[src/fraction_arith_gcd_reduce_defines.svh]
// Assertion macros shared by the fraction reducer modules.
// Each macro expects i_clk and i_rst_n in the scope where it is used.
`ifndef FRACTION_ARITH_GCD_REDUCE_DEFINES_SVH
`define FRACTION_ARITH_GCD_REDUCE_DEFINES_SVH

// Same-cycle implication, checked outside reset.
`define FGCD_ASSERT_IMPL(name, ante, cons, msg) \
    name: assert property (@(posedge i_clk) disable iff (!i_rst_n) (ante) |-> (cons)) \
        else $error(msg);

// Next-cycle implication, checked outside reset.
`define FGCD_ASSERT_NEXT(name, ante, cons, msg) \
    name: assert property (@(posedge i_clk) disable iff (!i_rst_n) (ante) |=> (cons)) \
        else $error(msg);

`endif

[src/fgcd_pkg.sv]
`timescale 1ns / 1ps

package fgcd_pkg;

    // Default width of each operand field.
    localparam int unsigned DEF_OPERAND_WIDTH = 16;

    // Entries in the queue between the front and the back.
    localparam int unsigned QUEUE_DEPTH = 2;

    // Queue entry: status, raw numerator, raw denominator.
    localparam int unsigned DEF_QUEUE_WIDTH = 2 + (2 * DEF_OPERAND_WIDTH + 1)
                                            + (2 * DEF_OPERAND_WIDTH);

    // Operation codes.
    typedef enum logic [1:0] {
        CMD_ADD = 2'd0,
        CMD_SUB = 2'd1,
        CMD_MUL = 2'd2,
        CMD_DIV = 2'd3
    } t_cmd;

    // Result status codes.
    typedef enum logic [1:0] {
        ST_OK    = 2'd0,
        ST_ZERO  = 2'd1,
        ST_UNDEF = 2'd2
    } t_status;

endpackage

[src/fgcd_front.sv]
`timescale 1ns / 1ps
`include "fraction_arith_gcd_reduce_defines.svh"

module fgcd_front #(
    parameter int unsigned OPERAND_WIDTH = fgcd_pkg::DEF_OPERAND_WIDTH
) (
    input  logic                            i_clk,
    input  logic                            i_rst_n,
    input  logic                            i_valid,
    output logic                            o_ready,
    input  logic [1:0]                      i_cmd,
    input  logic signed [OPERAND_WIDTH-1:0] i_a_num,
    input  logic signed [OPERAND_WIDTH-1:0] i_a_den,
    input  logic signed [OPERAND_WIDTH-1:0] i_b_num,
    input  logic signed [OPERAND_WIDTH-1:0] i_b_den,
    output logic                            o_push,
    input  logic                            i_push_ready,
    output fgcd_pkg::t_status               o_push_status,
    output logic [2*OPERAND_WIDTH:0]        o_push_num,
    output logic [2*OPERAND_WIDTH-1:0]      o_push_den
);
    import fgcd_pkg::*;

    localparam int unsigned PW = 2 * OPERAND_WIDTH;
    localparam int unsigned NW = PW + 1;

    t_cmd                          w_cmd;
    logic signed [OPERAND_WIDTH-1:0] w_b_for_num;
    logic signed [OPERAND_WIDTH-1:0] w_b_for_den;
    logic signed [PW-1:0]          n_p0;
    logic signed [PW-1:0]          n_p1;
    logic signed [PW-1:0]          n_pd;
    logic signed [NW-1:0]          w_num;
    logic signed [NW-1:0]          w_p0;
    logic signed [NW-1:0]          w_p1;

    logic                          r_pv;
    t_cmd                          r_cmd;
    logic signed [PW-1:0]          r_p0;
    logic signed [PW-1:0]          r_p1;
    logic signed [PW-1:0]          r_pd;

    // Operand selection and the three cross products.
    always_comb begin
        w_cmd       = t_cmd'(i_cmd);
        w_b_for_num = (w_cmd == CMD_MUL) ? i_b_num : i_b_den;
        w_b_for_den = (w_cmd == CMD_DIV) ? i_b_num : i_b_den;
        n_p0        = PW'(i_a_num) * PW'(w_b_for_num);
        n_p1        = PW'(i_a_den) * PW'(i_b_num);
        n_pd        = PW'(i_a_den) * PW'(w_b_for_den);
    end

    // The product stage advances whenever the queue can take its contents.
    assign o_ready = !r_pv || i_push_ready;

    always_ff @(posedge i_clk) begin
        if (!i_rst_n) begin
            r_pv <= 1'b0;
        end else if (o_ready) begin
            r_pv <= i_valid;
        end
        if (i_valid && o_ready) begin
            r_cmd <= w_cmd;
            r_p0  <= n_p0;
            r_p1  <= n_p1;
            r_pd  <= n_pd;
        end
    end

    // Combine the cross terms and classify the raw fraction.
    always_comb begin
        w_p0 = NW'(r_p0);
        w_p1 = NW'(r_p1);
        unique case (r_cmd)
            CMD_ADD:          w_num = w_p0 + w_p1;
            CMD_SUB:          w_num = w_p0 - w_p1;
            CMD_MUL, CMD_DIV: w_num = w_p0;
        endcase
        priority if (w_num == '0) begin
            o_push_status = ST_ZERO;
        end else if (r_pd == '0) begin
            o_push_status = ST_UNDEF;
        end else begin
            o_push_status = ST_OK;
        end
    end

    assign o_push     = r_pv;
    assign o_push_num = w_num;
    assign o_push_den = r_pd;

    `FGCD_ASSERT_NEXT(a_front_hold, r_pv && !i_push_ready, r_pv && $stable(r_p0), "front product changed while stalled")

endmodule

[src/fgcd_queue.sv]
`timescale 1ns / 1ps
`include "fraction_arith_gcd_reduce_defines.svh"

module fgcd_queue #(
    parameter int unsigned WIDTH = fgcd_pkg::DEF_QUEUE_WIDTH,
    parameter int unsigned DEPTH = fgcd_pkg::QUEUE_DEPTH
) (
    input  logic             i_clk,
    input  logic             i_rst_n,
    input  logic             i_push,
    output logic             o_push_ready,
    input  logic [WIDTH-1:0] i_data,
    output logic             o_valid,
    input  logic             i_pop,
    output logic [WIDTH-1:0] o_data
);
    import fgcd_pkg::*;

    localparam int unsigned CW = $clog2(DEPTH + 1);

    logic [WIDTH-1:0] r_ent [DEPTH];
    logic [CW-1:0]    r_count;
    logic             w_push;
    logic             w_pop;
    logic [CW-1:0]    n_wr_idx;

    assign o_push_ready = (r_count != CW'(DEPTH));
    assign o_valid      = (r_count != '0);
    assign o_data       = r_ent[0];
    assign w_push       = i_push && o_push_ready;
    assign w_pop        = i_pop && o_valid;
    assign n_wr_idx     = w_pop ? (r_count - CW'(1)) : r_count;

    // Occupancy count.
    always_ff @(posedge i_clk) begin
        if (!i_rst_n) begin
            r_count <= '0;
        end else if (w_push && !w_pop) begin
            r_count <= r_count + CW'(1);
        end else if (w_pop && !w_push) begin
            r_count <= r_count - CW'(1);
        end
    end

    // Entries shift toward the head on a pop; a push lands behind the last one.
    for (genvar g = 0; g < DEPTH; g++) begin : g_ent
        if (g < DEPTH - 1) begin : g_mid
            always_ff @(posedge i_clk) begin
                if (w_push && (n_wr_idx == CW'(g))) begin
                    r_ent[g] <= i_data;
                end else if (w_pop) begin
                    r_ent[g] <= r_ent[g+1];
                end
            end
        end else begin : g_last
            always_ff @(posedge i_clk) begin
                if (w_push && (n_wr_idx == CW'(g))) begin
                    r_ent[g] <= i_data;
                end
            end
        end
    end

    `FGCD_ASSERT_IMPL(a_queue_bound, 1'b1, r_count <= CW'(DEPTH), "queue count above depth")

endmodule

[src/fgcd_back.sv]
`timescale 1ns / 1ps
`include "fraction_arith_gcd_reduce_defines.svh"

module fgcd_back #(
    parameter int unsigned OPERAND_WIDTH = fgcd_pkg::DEF_OPERAND_WIDTH
) (
    input  logic                                    i_clk,
    input  logic                                    i_rst_n,
    input  logic                                    i_q_valid,
    output logic                                    o_q_pop,
    input  logic [2+(4*OPERAND_WIDTH+1)-1:0]        i_q_data,
    output logic                                    o_valid,
    input  logic                                    i_ready,
    output fgcd_pkg::t_status                       o_status,
    output logic [2*OPERAND_WIDTH:0]                o_res_num,
    output logic [2*OPERAND_WIDTH-1:0]              o_res_den
);
    import fgcd_pkg::*;

    localparam int unsigned PW = 2 * OPERAND_WIDTH;
    localparam int unsigned NW = PW + 1;
    localparam int unsigned KW = $clog2(NW);

    typedef enum logic [2:0] {
        S_IDLE,
        S_GROW,
        S_SHRINK,
        S_DIV,
        S_FIN
    } t_state;

    t_state           r_state;
    t_status          r_status;
    logic [NW-1:0]    r_a;
    logic [NW-1:0]    r_b;
    logic [NW-1:0]    r_d;
    logic             r_par;
    logic             r_neg;
    logic [NW-1:0]    r_qn;
    logic [NW-1:0]    r_qd;
    logic [NW-1:0]    r_rn;
    logic [NW-1:0]    r_rd;
    logic [KW-1:0]    r_cnt;
    logic             r_out_valid;
    t_status          r_out_status;
    logic [NW-1:0]    r_out_num;
    logic [PW-1:0]    r_out_den;

    t_status          w_q_status;
    logic [NW-1:0]    w_q_num;
    logic [PW-1:0]    w_q_den;
    logic [NW-1:0]    w_den_ext;
    logic [NW-1:0]    n_num_mag;
    logic [NW-1:0]    n_den_mag;
    logic [NW:0]      w_d2;
    logic             w_grow;
    logic [NW-1:0]    n_a_rem;
    logic [NW:0]      w_rn_sh;
    logic [NW:0]      w_rd_sh;
    logic             w_rn_ge;
    logic             w_rd_ge;
    logic [NW:0]      n_rn;
    logic [NW:0]      n_rd;
    logic [NW-1:0]    n_out_num;
    logic [NW-1:0]    n_out_den;
    logic             w_out_free;

    // Unpack the queue entry and take magnitudes; the signs only decide the
    // combined sign, which one reduced part then carries.
    always_comb begin
        w_q_status = t_status'(i_q_data[NW+PW+1:NW+PW]);
        w_q_num    = i_q_data[NW+PW-1:PW];
        w_q_den    = i_q_data[PW-1:0];
        w_den_ext  = {w_q_den[PW-1], w_q_den};
        n_num_mag  = w_q_num[NW-1] ? (-w_q_num) : w_q_num;
        n_den_mag  = w_den_ext[NW-1] ? (-w_den_ext) : w_den_ext;
    end

    // Remainder unit: scale the divisor up while it fits, then subtract
    // and scale back down one position per cycle.
    always_comb begin
        w_d2    = {r_d, 1'b0};
        w_grow  = !r_d[NW-1] && (w_d2 <= {1'b0, r_a});
        n_a_rem = (r_d <= r_a) ? (r_a - r_d) : r_a;
    end

    // Restoring divider, one quotient bit per cycle for both parts.
    always_comb begin
        w_rn_sh = {r_rn, r_qn[NW-1]};
        w_rd_sh = {r_rd, r_qd[NW-1]};
        w_rn_ge = (w_rn_sh >= {1'b0, r_a});
        w_rd_ge = (w_rd_sh >= {1'b0, r_a});
        n_rn    = w_rn_ge ? (w_rn_sh - {1'b0, r_a}) : w_rn_sh;
        n_rd    = w_rd_ge ? (w_rd_sh - {1'b0, r_a}) : w_rd_sh;
    end

    // The divisor's sign follows the numerator on an even step count and
    // the denominator on an odd one, so the other part takes the sign.
    always_comb begin
        n_out_num = (r_par && r_neg) ? (-r_qn) : r_qn;
        n_out_den = (!r_par && r_neg) ? (-r_qd) : r_qd;
    end

    assign w_out_free = !r_out_valid || i_ready;
    assign o_q_pop    = (r_state == S_IDLE);

    // Sequencer with its datapath registers and the output register.
    always_ff @(posedge i_clk) begin
        if (!i_rst_n) begin
            r_state     <= S_IDLE;
            r_out_valid <= 1'b0;
        end else begin
            if ((r_state == S_FIN) && w_out_free) begin
                r_out_valid <= 1'b1;
            end else if (i_ready) begin
                r_out_valid <= 1'b0;
            end
            unique case (r_state)
                S_IDLE: begin
                    if (i_q_valid) begin
                        r_status <= w_q_status;
                        r_neg    <= (w_q_status == ST_OK)
                                    && (w_q_num[NW-1] ^ w_q_den[PW-1]);
                        r_par    <= 1'b0;
                        r_a      <= n_num_mag;
                        r_b      <= n_den_mag;
                        r_d      <= n_den_mag;
                        if (w_q_status == ST_OK) begin
                            r_qn    <= n_num_mag;
                            r_qd    <= n_den_mag;
                            r_state <= S_GROW;
                        end else begin
                            r_qn    <= '0;
                            r_qd    <= (w_q_status == ST_ZERO) ? NW'(1) : '0;
                            r_state <= S_FIN;
                        end
                    end
                end
                S_GROW: begin
                    if (w_grow) begin
                        r_d <= w_d2[NW-1:0];
                    end else begin
                        r_state <= S_SHRINK;
                    end
                end
                S_SHRINK: begin
                    if (r_d == r_b) begin
                        // One remainder finished: shift the pair along.
                        r_a   <= r_b;
                        r_b   <= n_a_rem;
                        r_d   <= n_a_rem;
                        r_par <= !r_par;
                        if (n_a_rem == '0) begin
                            r_rn    <= '0;
                            r_rd    <= '0;
                            r_cnt   <= KW'(NW - 1);
                            r_state <= S_DIV;
                        end else begin
                            r_state <= S_GROW;
                        end
                    end else begin
                        r_a <= n_a_rem;
                        r_d <= {1'b0, r_d[NW-1:1]};
                    end
                end
                S_DIV: begin
                    r_rn <= n_rn[NW-1:0];
                    r_rd <= n_rd[NW-1:0];
                    r_qn <= {r_qn[NW-2:0], w_rn_ge};
                    r_qd <= {r_qd[NW-2:0], w_rd_ge};
                    if (r_cnt == '0) begin
                        r_state <= S_FIN;
                    end else begin
                        r_cnt <= r_cnt - KW'(1);
                    end
                end
                S_FIN: begin
                    if (w_out_free) begin
                        r_out_status <= r_status;
                        r_out_num    <= n_out_num;
                        r_out_den    <= n_out_den[PW-1:0];
                        r_state      <= S_IDLE;
                    end
                end
                default: begin
                    r_state <= S_IDLE;
                end
            endcase
        end
    end

    assign o_valid   = r_out_valid;
    assign o_status  = r_out_status;
    assign o_res_num = r_out_num;
    assign o_res_den = r_out_den;

    `FGCD_ASSERT_IMPL(a_div_nonzero, r_state == S_DIV, r_a != '0,
                      "divider started with a zero divisor")
    `FGCD_ASSERT_IMPL(a_zero_form, o_valid && (o_status == ST_ZERO),
                      (o_res_num == '0) && (o_res_den == PW'(1)),
                      "zero result is not 0/1")
    `FGCD_ASSERT_IMPL(a_undef_form, o_valid && (o_status == ST_UNDEF),
                      (o_res_num == '0) && (o_res_den == '0),
                      "undefined result is not 0/0")

endmodule

[src/fraction_arith_gcd_reduce.sv]
// Flow: the product and classify stage registers each request into the queue, the back end pops it,
// runs Euclid steps on the remainder unit, then the divider, and loads the output register;
// zero and undefined results skip the remainder unit and divider and go straight to the output.
// The back end works on one item at a time and pops the next only once it is idle again;
// the queue holds further items meanwhile.
// Reset: synchronous, active low; empties the queue and drops the output valid.
`timescale 1ns / 1ps

module fraction_arith_gcd_reduce #(
    parameter int unsigned OPERAND_WIDTH = fgcd_pkg::DEF_OPERAND_WIDTH
) (
    input  logic                            i_clk,
    input  logic                            i_rst_n,
    input  logic                            i_in_valid,
    output logic                            o_in_ready,
    input  logic [1:0]                      i_cmd,
    input  logic signed [OPERAND_WIDTH-1:0] i_a_num,
    input  logic signed [OPERAND_WIDTH-1:0] i_a_den,
    input  logic signed [OPERAND_WIDTH-1:0] i_b_num,
    input  logic signed [OPERAND_WIDTH-1:0] i_b_den,
    output logic                            o_out_valid,
    input  logic                            i_out_ready,
    output logic [1:0]                      o_status,
    output logic signed [2*OPERAND_WIDTH:0] o_res_num,
    output logic signed [2*OPERAND_WIDTH-1:0] o_res_den
);
    import fgcd_pkg::*;

    localparam int unsigned PW = 2 * OPERAND_WIDTH;
    localparam int unsigned NW = PW + 1;
    localparam int unsigned QW = 2 + NW + PW;

    logic          w_push;
    logic          w_push_ready;
    t_status       w_push_status;
    logic [NW-1:0] w_push_num;
    logic [PW-1:0] w_push_den;
    logic          w_q_valid;
    logic          w_q_pop;
    logic [QW-1:0] w_q_data;
    t_status       w_status;
    logic [NW-1:0] w_res_num;
    logic [PW-1:0] w_res_den;

    // Front: cross products and classification.
    fgcd_front #(
        .OPERAND_WIDTH (OPERAND_WIDTH)
    ) u_front (
        .i_clk         (i_clk),
        .i_rst_n       (i_rst_n),
        .i_valid       (i_in_valid),
        .o_ready       (o_in_ready),
        .i_cmd         (i_cmd),
        .i_a_num       (i_a_num),
        .i_a_den       (i_a_den),
        .i_b_num       (i_b_num),
        .i_b_den       (i_b_den),
        .o_push        (w_push),
        .i_push_ready  (w_push_ready),
        .o_push_status (w_push_status),
        .o_push_num    (w_push_num),
        .o_push_den    (w_push_den)
    );

    // Short queue between the classifier and the reduction engine.
    fgcd_queue #(
        .WIDTH (QW),
        .DEPTH (QUEUE_DEPTH)
    ) u_queue (
        .i_clk        (i_clk),
        .i_rst_n      (i_rst_n),
        .i_push       (w_push),
        .o_push_ready (w_push_ready),
        .i_data       ({w_push_status, w_push_num, w_push_den}),
        .o_valid      (w_q_valid),
        .i_pop        (w_q_pop),
        .o_data       (w_q_data)
    );

    // Back: Euclid reduction and exact division.
    fgcd_back #(
        .OPERAND_WIDTH (OPERAND_WIDTH)
    ) u_back (
        .i_clk     (i_clk),
        .i_rst_n   (i_rst_n),
        .i_q_valid (w_q_valid),
        .o_q_pop   (w_q_pop),
        .i_q_data  (w_q_data),
        .o_valid   (o_out_valid),
        .i_ready   (i_out_ready),
        .o_status  (w_status),
        .o_res_num (w_res_num),
        .o_res_den (w_res_den)
    );

    assign o_status  = w_status;
    assign o_res_num = w_res_num;
    assign o_res_den = w_res_den;

endmodule

[config.mk]
export PLATFORM = sky130hd
export DESIGN_NAME = fraction_arith_gcd_reduce
export DESIGN_NICKNAME = d
export VERILOG_FILES = /design/src/fgcd_pkg.sv /design/src/fgcd_front.sv /design/src/fgcd_queue.sv /design/src/fgcd_back.sv /design/src/fraction_arith_gcd_reduce.sv
export VERILOG_INCLUDE_DIRS = /design/src /design/src/src
export SDC_FILE = /design/constraint.sdc
export NUM_CORES = 2
export LEC_CHECK = 0
export BUFFER_PORTS_ARGS = -buffer_cell sky130_fd_sc_hd__buf_4
export CAP_MARGIN = 20
export CORE_MARGIN = 2
export CORE_UTILIZATION = 40
export DETAILED_ROUTE_END_ITERATION = 16
export PLACE_DENSITY_LB_ADDON = 0.25
export RECOVER_POWER = 100
export SLEW_MARGIN = 20
export SYNTH_ARGS = -nofsm -noshare
export SYNTH_HDL_FRONTEND = slang
export SYNTH_SLANG_ARGS = --single-unit
[constraint.sdc]
create_clock -name i_clk -period 10.43 [get_ports i_clk]
set_input_delay 0.5215 -clock i_clk [delete_from_list [all_inputs] [get_ports i_clk]]
set_output_delay 0.5215 -clock i_clk [all_outputs]
set_load 0.01 [all_outputs]
Yosys cells after proc, flatten, opt, wreduce, memory -nomap -nowiden
Memories as Yosys holds them, arrays and structs flattened.
Index checks and enable logic that the tools add are counted.
{ "totals": {"reg_bits": 413, "mem_count": 1, "out_inout_bits": 69, "word_cells": 174, "ram_bits": 134} }
{ "op_classes": {"n_eq_ne": 21, "add_sub_neg": 12, "n_bitwise": 2, "n_reduce_logical": 46, "magnitude_cmp": 4, "mux": 63, "mul": 3} }
{ "mem_list": {"columns": ["memory", "words", "word_bits", "read_ports", "rd_ports_with_merged_regs", "wr", "line", "source"], "rows": [
  ["u_queue.r_ent", 2, 67, 2, 0, 1, "fgcd_queue.sv:21", "logic [WIDTH-1:0] r_ent [DEPTH];"]
]} }
{ "op_table": {"columns": ["cell", "count"], "rows": [
  ["$mux W33", 18],
  ["$pmux W33 S2", 6],
  ["$pmux W33 S3", 2],
  ["$mux W67", 2],
  ["$neg A33 Y33", 3],
  ["$sub A33 B33 Y33", 3],
  ["$mul A16 B16 Y32", 3],
  ["$ge A34 B33 Y1", 2],
  ["$reduce_or A67 Y1", 1],
  ["$logic_not A33 Y1", 2],
  ["$le A34 B33 Y1", 1],
  ["$add A32 B32 Y33", 1],
  ["$eq A33 B33 Y1", 1],
  ["$le A33 B33 Y1", 1],
  ["$sub A32 B32 Y33", 1],
  ["$logic_not A32 Y1", 1],
  ["$mux W16", 2],
  ["$mux W32", 1],
  ["$neg A32 Y32", 1],
  ["$mux W3", 6],
  ["$mux W6", 3],
  ["$pmux W3 S5", 1],
  ["$mux W1", 14],
  ["$logic_and A1 B1 Y1", 12],
  ["26 further kinds", 63]
]} }

Longest topological paths before layout
{ "depth": {"ltp_word": 9, "mapped_depth": 29} }

By module
A second synthesis with hierarchy kept.
{ "hier_totals": {"cells_unflattened": 6609, "hier_area_um2": 64359.2} }
{ "by_module_without_submodules": {"columns": ["module", "area_per_inst_um2", "cells_each", "instances"], "rows": [
  ["fgcd_front", 36153.4, 3899, 1],
  ["fgcd_back", 22671.7, 2411, 1],
  ["fgcd_queue", 5534.1, 299, 1]
]} }

Least setup slack after synthesis
No wires, ideal clock.
{ "synth_path": {"path_kind": "input to register", "startpoint": "input port i_cmd[0]", "endpoint": "register u_front.r_p0[31] (data pin)", "setup_time_ps": 260, "path_slack_ps": 2635, "arrival_time_ps": 7535, "path_buffers": 3, "cell_stages": 27, "path_cell_list": "nand2b_1 > clkbuf_1 > clkbuf_1 > mux2_2 > clkbuf_1 > nand2_1 > inv_1 > fa_1 > fa_1 > fa_1 > fa_1 > fa_1 > inv_1 > fa_1 > inv_1 > ha_1 > a21oi_1 > o21ai_0 > a21o_1 > a21oi_1 > nor2b_1 > o21ai_0 > o41ai_1 > or4_1 > a31o_2 > a21oi_1 > xnor2_1"} }
{ "synth_between": {"elab_chain_cells": 3} }
{ "synth_lines": {"columns": ["element", "line", "source"], "rows": [
  ["from (decl)", "fraction_arith_gcd_reduce.sv:16", "input logic [1:0] i_cmd,"],
  ["$eq A2 B2 Y1", "fgcd_front.sv:46", "w_b_for_num = (w_cmd == CMD_MUL) ? i_b_num : i_b_den;"],
  ["$mux W16", "fgcd_front.sv:46", null],
  ["$mul A16 B16 Y32", "fgcd_front.sv:48", "n_p0 = PW'(i_a_num) * PW'(w_b_for_num);"],
  ["via u_front.n_p0[31]", "fgcd_front.sv:30", "logic signed [PW-1:0] n_p0;"],
  ["to (signal assigned)", "fgcd_front.sv:64", "r_p0 <= n_p0;"],
  ["to (decl)", "fgcd_front.sv:39", "logic signed [PW-1:0] r_p0;"]
]} }
The timed path passes the listed nets, and every way through them passes these cells.
A chain may end at the register's enable or synchronous reset.

Final worst setup path
{ "layout_path": {"startpoint": "register u_back.r_d[20]", "endpoint": "register u_back.r_rd[4], enable pin"} }
{ "layout_between": {"elab_chain_cells": 5, "word_cells_on_any_way": 8, "classes_between": "add/sub: 1; order compare: 1; eq/ne: 3; mux: 1; reduce/logical: 2"} }
{ "layout_lines": {"columns": ["element", "line", "source"], "rows": [
  ["from (decl)", "fgcd_back.sv:36", "logic [NW-1:0] r_d;"],
  ["from (signal assigned)", "fgcd_back.sv:127", "r_d <= n_den_mag;"],
  ["from (signal assigned)", "fgcd_back.sv:141", "r_d <= w_d2[NW-1:0];"],
  ["from (signal assigned)", "fgcd_back.sv:151", "r_d <= n_a_rem;"],
  ["$sub A33 B33 Y33 / $le A33 B33 Y1 (equally long branches)", "fgcd_back.sv:84", "n_a_rem = (r_d <= r_a) ? (r_a - r_d) : r_a;"],
  ["$mux W33", "fgcd_back.sv:84", null],
  ["$logic_not A33 Y1", "fgcd_back.sv:153", "if (n_a_rem == '0) begin"],
  ["$ne A2 B1 Y1 (no line)", null, null],
  ["$reduce_and A4 Y1 (no line) *", null, null],
  ["to (signal assigned)", "fgcd_back.sv:168", "r_rd <= n_rd[NW-1:0];"],
  ["to (decl)", "fgcd_back.sv:42", "logic [NW-1:0] r_rd;"]
]} }
Every way passes the cells marked *; elsewhere a longest branch is shown, timed or not.

==> run_summary.xml <==
<?xml version="1.0" encoding="UTF-8"?>
<metrics>
  <group name="die">
    <metric name="dieArea" unit="sq um">161000</metric>
    <metric name="die_w" unit="um">402</metric>
    <metric name="number_of_cell_rows" unit="">145</metric>
    <metric name="core" unit="sq um">157000</metric>
    <metric name="die_h" unit="um">402</metric>
    <metric name="pin_count" unit="">139</metric>
    <metric name="start_util" unit="%">40.4</metric>
  </group>
  <group name="clock_network">
    <metric name="clk_root_buffer_cell" unit="">sky130_fd_sc_hd__clkbuf_16</metric>
    <metric name="clock_latency" unit="ns">0.64</metric>
    <metric name="cts_setup_buffers" unit="">0</metric>
    <metric name="cts_tree" unit="">yes</metric>
    <metric name="cts_inserted_buffers" unit="">68</metric>
    <metric name="cts_resized" unit="">0</metric>
    <metric name="cts_hold_repair.buffers" unit="">0</metric>
    <metric name="cts-root-to-sink-buffers" unit="">3</metric>
    <metric name="cts_htree_levels" unit="">3</metric>
    <metric name="worst_path_clk_slew" unit="ns">0.06</metric>
    <metric name="numClockSinks" unit="">547</metric>
  </group>
  <group name="drt">
    <metric name="average_wire_per_standard_cell" unit="um">20.8</metric>
    <metric name="antenna_violating_nets_post_route" unit="">0</metric>
    <metric name="detailedRoute.firstIterationViolations" unit="">3213</metric>
    <metric name="route.detailed.vias_per_inst" unit="">5.35</metric>
    <metric name="num_vias" unit="">46575</metric>
    <metric name="detailedRoute.firstPassIterationCount" unit="">6</metric>
    <metric name="finalWirelength" unit="um">181000</metric>
    <metric name="drc_violations_left" unit="">0</metric>
  </group>
  <group name="yosys">
    <metric name="synth_compound_gate_area_share" unit="%">10.5</metric>
    <metric name="synth_top_cells_by_count" unit="">sky130_fd_sc_hd__inv_1, sky130_fd_sc_hd__fa_1, sky130_fd_sc_hd__nand2_1, sky130_fd_sc_hd__edfxtp_1, sky130_fd_sc_hd__ha_1</metric>
    <metric name="synth.area.top_cells" unit="">sky130_fd_sc_hd__edfxtp_1, sky130_fd_sc_hd__fa_1, sky130_fd_sc_hd__ha_1</metric>
    <metric name="synthDistinctLibCells" unit="">92</metric>
    <metric name="synth.avg_cell_area" unit="sq um">9.59</metric>
    <metric name="synth_top_cell_by_area" unit="">sky130_fd_sc_hd__edfxtp_1</metric>
    <metric name="ys_ff_latch" unit="">547</metric>
    <metric name="yosys.cell_count.top_type" unit="">sky130_fd_sc_hd__inv_1</metric>
    <metric name="synth_nets" unit="">7872</metric>
    <metric name="post_synth_top_flop" unit="">sky130_fd_sc_hd__edfxtp_1</metric>
    <metric name="post-synth-top-area-fraction" unit="%">25.6</metric>
    <metric name="syn-instance-count" unit="">6593</metric>
    <metric name="post_synth_fa_ha_maj_area_fraction" unit="%">33.3</metric>
    <metric name="number_of_synthesized_flops_with_an_enable_pin" unit="">540</metric>
    <metric name="synth_top_family_by_area" unit="">adder cells</metric>
    <metric name="ys_seq_area_share" unit="%">25.9</metric>
    <metric name="yosys.area_share.xor_xnor" unit="%">5.46</metric>
    <metric name="synth.area.mux_share" unit="%">2.07</metric>
    <metric name="synth_simple_gate_area_share" unit="%">15.2</metric>
    <metric name="warnings_from_yosys" unit="">0</metric>
    <metric name="synth_area" unit="sq um">63200</metric>
    <metric name="synth_async_sr_flop_share" unit="%">0</metric>
  </group>
  <group name="finish">
    <metric name="area_growth" unit="%">7.77</metric>
    <metric name="drive_above_1_share" unit="%">4.02</metric>
    <metric name="layout.filler_cells" unit="">15332</metric>
    <metric name="finalNetCount" unit="">7872</metric>
  </group>
  <group name="placed_design">
    <metric name="buffer_ports.inserted" unit="">138</metric>
    <metric name="final_hpwl_from_detailed_placement" unit="um">143000</metric>
    <metric name="gpl.final_weighted_congestion" unit="">0.941</metric>
  </group>
  <group name="sta">
    <metric name="period_minus_slack" unit="ns">8.39</metric>
    <metric name="fin_setup_tns" unit="ns">0</metric>
    <metric name="slew_headroom" unit="%">-183</metric>
    <metric name="slew_violations" unit="">1081</metric>
    <metric name="min_period_over_period" unit="%">80.4</metric>
    <metric name="clock-skew-final" unit="ns">0.0302</metric>
    <metric name="fmaxAchievable" unit="MHz">119</metric>
    <metric name="setup_violations" unit="">0</metric>
    <metric name="timing_hold_violations_final" unit="">0</metric>
    <metric name="tightestPinTransition" unit="ns">4.24</metric>
    <metric name="grt_setup_unrepaired" unit="">no</metric>
  </group>
  <group name="critical_path">
    <metric name="worstPathCellList" unit="">inv_1, ha_1, nand2_1, o21ai_0, a221oi_1, o22ai_1, or3_1, nor2_1, clkbuf_1, nand3_1, o41ai_1, nand4_1, nor4_1, o21a_2, clkbuf_2</metric>
    <metric name="worst_path_max_delay_cell" unit="">sky130_fd_sc_hd__nor2_1</metric>
    <metric name="cp_max_fo" unit="">66</metric>
    <metric name="critPathRequiredTime" unit="ns">10.64</metric>
    <metric name="criticalPathCategory" unit="">flip-flop to flip-flop</metric>
    <metric name="worstPathArrival" unit="ns">8.60</metric>
    <metric name="critical-path-max-stage-delay" unit="ns">1.41</metric>
    <metric name="critical-path-top-delay-family" unit="">simple AND/OR/NAND/NOR gates</metric>
    <metric name="critPathCaptureType" unit="">flip-flop</metric>
    <metric name="crit_path_buf_inv_count" unit="">3</metric>
    <metric name="setup.worst_path.start_class" unit="">flip-flop</metric>
  </group>
  <group name="global_routing">
    <metric name="grt.overflow.total" unit="">0</metric>
    <metric name="grt_antenna_before_repair" unit="">5</metric>
    <metric name="maximum_number_of_pins_on_one_net_before_global_route_repair" unit="">73</metric>
    <metric name="grt_usage" unit="%">22.4</metric>
    <metric name="grt_pass1_vias" unit="">48392</metric>
    <metric name="grt_pass1_wl" unit="um">283000</metric>
  </group>
  <group name="outcome">
    <metric name="status" unit="">finished, violations left</metric>
    <metric name="failed_checks" unit="">capacitance limit, slew limit</metric>
  </group>
  <group name="flow_run">
    <metric name="max_cap_violations" unit="">23</metric>
  </group>
  <group name="worst_hold_path">
    <metric name="min_path_type" unit="">primary input to flip-flop</metric>
  </group>
</metrics>
-- per-layer routing --
layer	vias to the layer above	part of all wire, %	global-route usage (%)
met4	2	4.2	8.23
met1	23381	44	30.0
met3	248	5.4	3.04
met5	-	0.0089	0
li1	21733	-	-
met2	1211	47	37.1
-- worst reg2reg max path, stage by stage, from the launching register on --
cell and delay, ns:
sky130_fd_sc_hd__edfxtp_1 0.57, sky130_fd_sc_hd__inv_1 0.09, sky130_fd_sc_hd__ha_1 0.41, sky130_fd_sc_hd__nand2_1 0.22, sky130_fd_sc_hd__o21ai_0 0.24, sky130_fd_sc_hd__a221oi_1 0.47, sky130_fd_sc_hd__o22ai_1 0.14, sky130_fd_sc_hd__or3_1 0.45
sky130_fd_sc_hd__nor2_1 1.41, sky130_fd_sc_hd__clkbuf_1 1.34, sky130_fd_sc_hd__nand3_1 0.19, sky130_fd_sc_hd__o41ai_1 0.16, sky130_fd_sc_hd__nand4_1 0.27, sky130_fd_sc_hd__nor4_1 0.40, sky130_fd_sc_hd__o21a_2 0.19, sky130_fd_sc_hd__clkbuf_2 1.35
-- path summary, 6_finish.rpt --
check                          startpoint                            to  slack (ns)  cells after the start
max reg2reg      u_back.r_d[20]$_DFFE_PP_  u_back.r_rd[4]$_SDFFCE_PN0P_        2.04                     15
min                              i_cmd[0]    u_front.r_cmd[0]$_DFFE_PP_        0.11                      1
min reg2reg  u_back.r_status[1]$_DFFE_PP_  u_back.o_status[1]$_DFFE_PP_        0.45                      0
max              u_back.r_d[20]$_DFFE_PP_  u_back.r_rd[4]$_SDFFCE_PN0P_        2.04                     15
-- through the flow --
stage	std cells	worst slack (ns)	hold slack (ns)	cell area, sq um	utilization, %
after floorplan	6593	2.63	0.400	63200	-
after global placement	8581	2.20	0.442	66400	42.4
after detailed placement	8581	2.06	0.440	66400	42.4
after CTS	8705	2.71	0.0423	68600	43.8
after global routing	8705	1.39	0.105	68200	43.5
final	8706	2.04	0.111	68200	43.5
-- final cells by class --
class                           count  area, sq um  area share [%]
Multi-Input combinational cell   4773        42100            61.8
Sequential cell                   547        16400            24.0
Inverter                         1021         3830            5.62
Tap cell                         2058         2570            3.78
Clock buffer                       80         1760            2.58
Timing Repair Buffer              182         1010            1.49
Clock inverter                     44          480           0.705
Antenna cell                        1         2.50         0.00367
-- flip-flops by register name (all words and copies together), names as in the netlist --
name                count
u_back.r_b             33
u_front.o_push          1
u_back.o_valid          1
u_back.o_status         2
u_back.r_rd            33
u_back.o_res_num       33
u_back.r_cnt            6
u_back.r_qn            33
u_front.o_push_den     32
u_front.r_cmd           2
u_back.o_res_den       32
u_back.r_qd            33
u_back.r_neg            1
u_back.r_state          3
u_front.r_p1           32
u_back.r_status         2
u_back.r_a             33
u_front.r_p0           32
u_queue.r_ent         134
u_queue.r_count         2
u_back.r_rn            33
u_back.r_par            1
u_back.r_d             33
-- kinds of logic after synthesis --
logic type / count (synthesis)
adder cells (fa/ha/maj): 1209
multiplexers: 126
AO/OA/AOI/OAI: 1042
AND/OR/NAND/NOR: 2002
flip-flops: 547
XOR/XNOR: 394
buffers and inverters: 1273
-- placed cells by master, fill, tap and decap left out, types with 17 or more instances in the layout --
cell | synthesis | final
sky130_fd_sc_hd__inv_1 | 1018 | 1018
sky130_fd_sc_hd__fa_1 | 790 | 790
sky130_fd_sc_hd__nand2_1 | 748 | 747
sky130_fd_sc_hd__edfxtp_1 | 540 | 540
sky130_fd_sc_hd__ha_1 | 419 | 419
sky130_fd_sc_hd__nor2_1 | 409 | 410
sky130_fd_sc_hd__a21oi_1 | 312 | 312
sky130_fd_sc_hd__o21ai_0 | 236 | 241
sky130_fd_sc_hd__xnor2_1 | 237 | 237
sky130_fd_sc_hd__and2_1 | 211 | 190
sky130_fd_sc_hd__nor2b_1 | 189 | 189
sky130_fd_sc_hd__xor2_1 | 157 | 157
sky130_fd_sc_hd__a21o_1 | 114 | 114
sky130_fd_sc_hd__clkbuf_1 | 226 | 104
sky130_fd_sc_hd__mux2i_1 | 90 | 90
sky130_fd_sc_hd__buf_4 | 1 | 88
sky130_fd_sc_hd__nand2b_1 | 77 | 77
sky130_fd_sc_hd__nor3_1 | 74 | 73
sky130_fd_sc_hd__clkbuf_16 | 0 | 68
sky130_fd_sc_hd__nand3_1 | 56 | 56
sky130_fd_sc_hd__nor4_1 | 51 | 50
sky130_fd_sc_hd__nand4_1 | 45 | 45
sky130_fd_sc_hd__o31ai_1 | 41 | 41
sky130_fd_sc_hd__a31oi_1 | 33 | 32
sky130_fd_sc_hd__o21a_1 | 32 | 31
sky130_fd_sc_hd__mux2_2 | 36 | 27
sky130_fd_sc_hd__and3_1 | 27 | 27
sky130_fd_sc_hd__a211oi_1 | 27 | 27
sky130_fd_sc_hd__o21bai_1 | 26 | 26
sky130_fd_sc_hd__or3_1 | 25 | 25
sky130_fd_sc_hd__and2_0 | 0 | 21
sky130_fd_sc_hd__o41ai_1 | 20 | 20
sky130_fd_sc_hd__o211ai_1 | 19 | 19
sky130_fd_sc_hd__a22oi_1 | 17 | 17
Power is not shown: default switching activity piles up to over one toggle a cycle in this logic, so the estimate is an artifact.
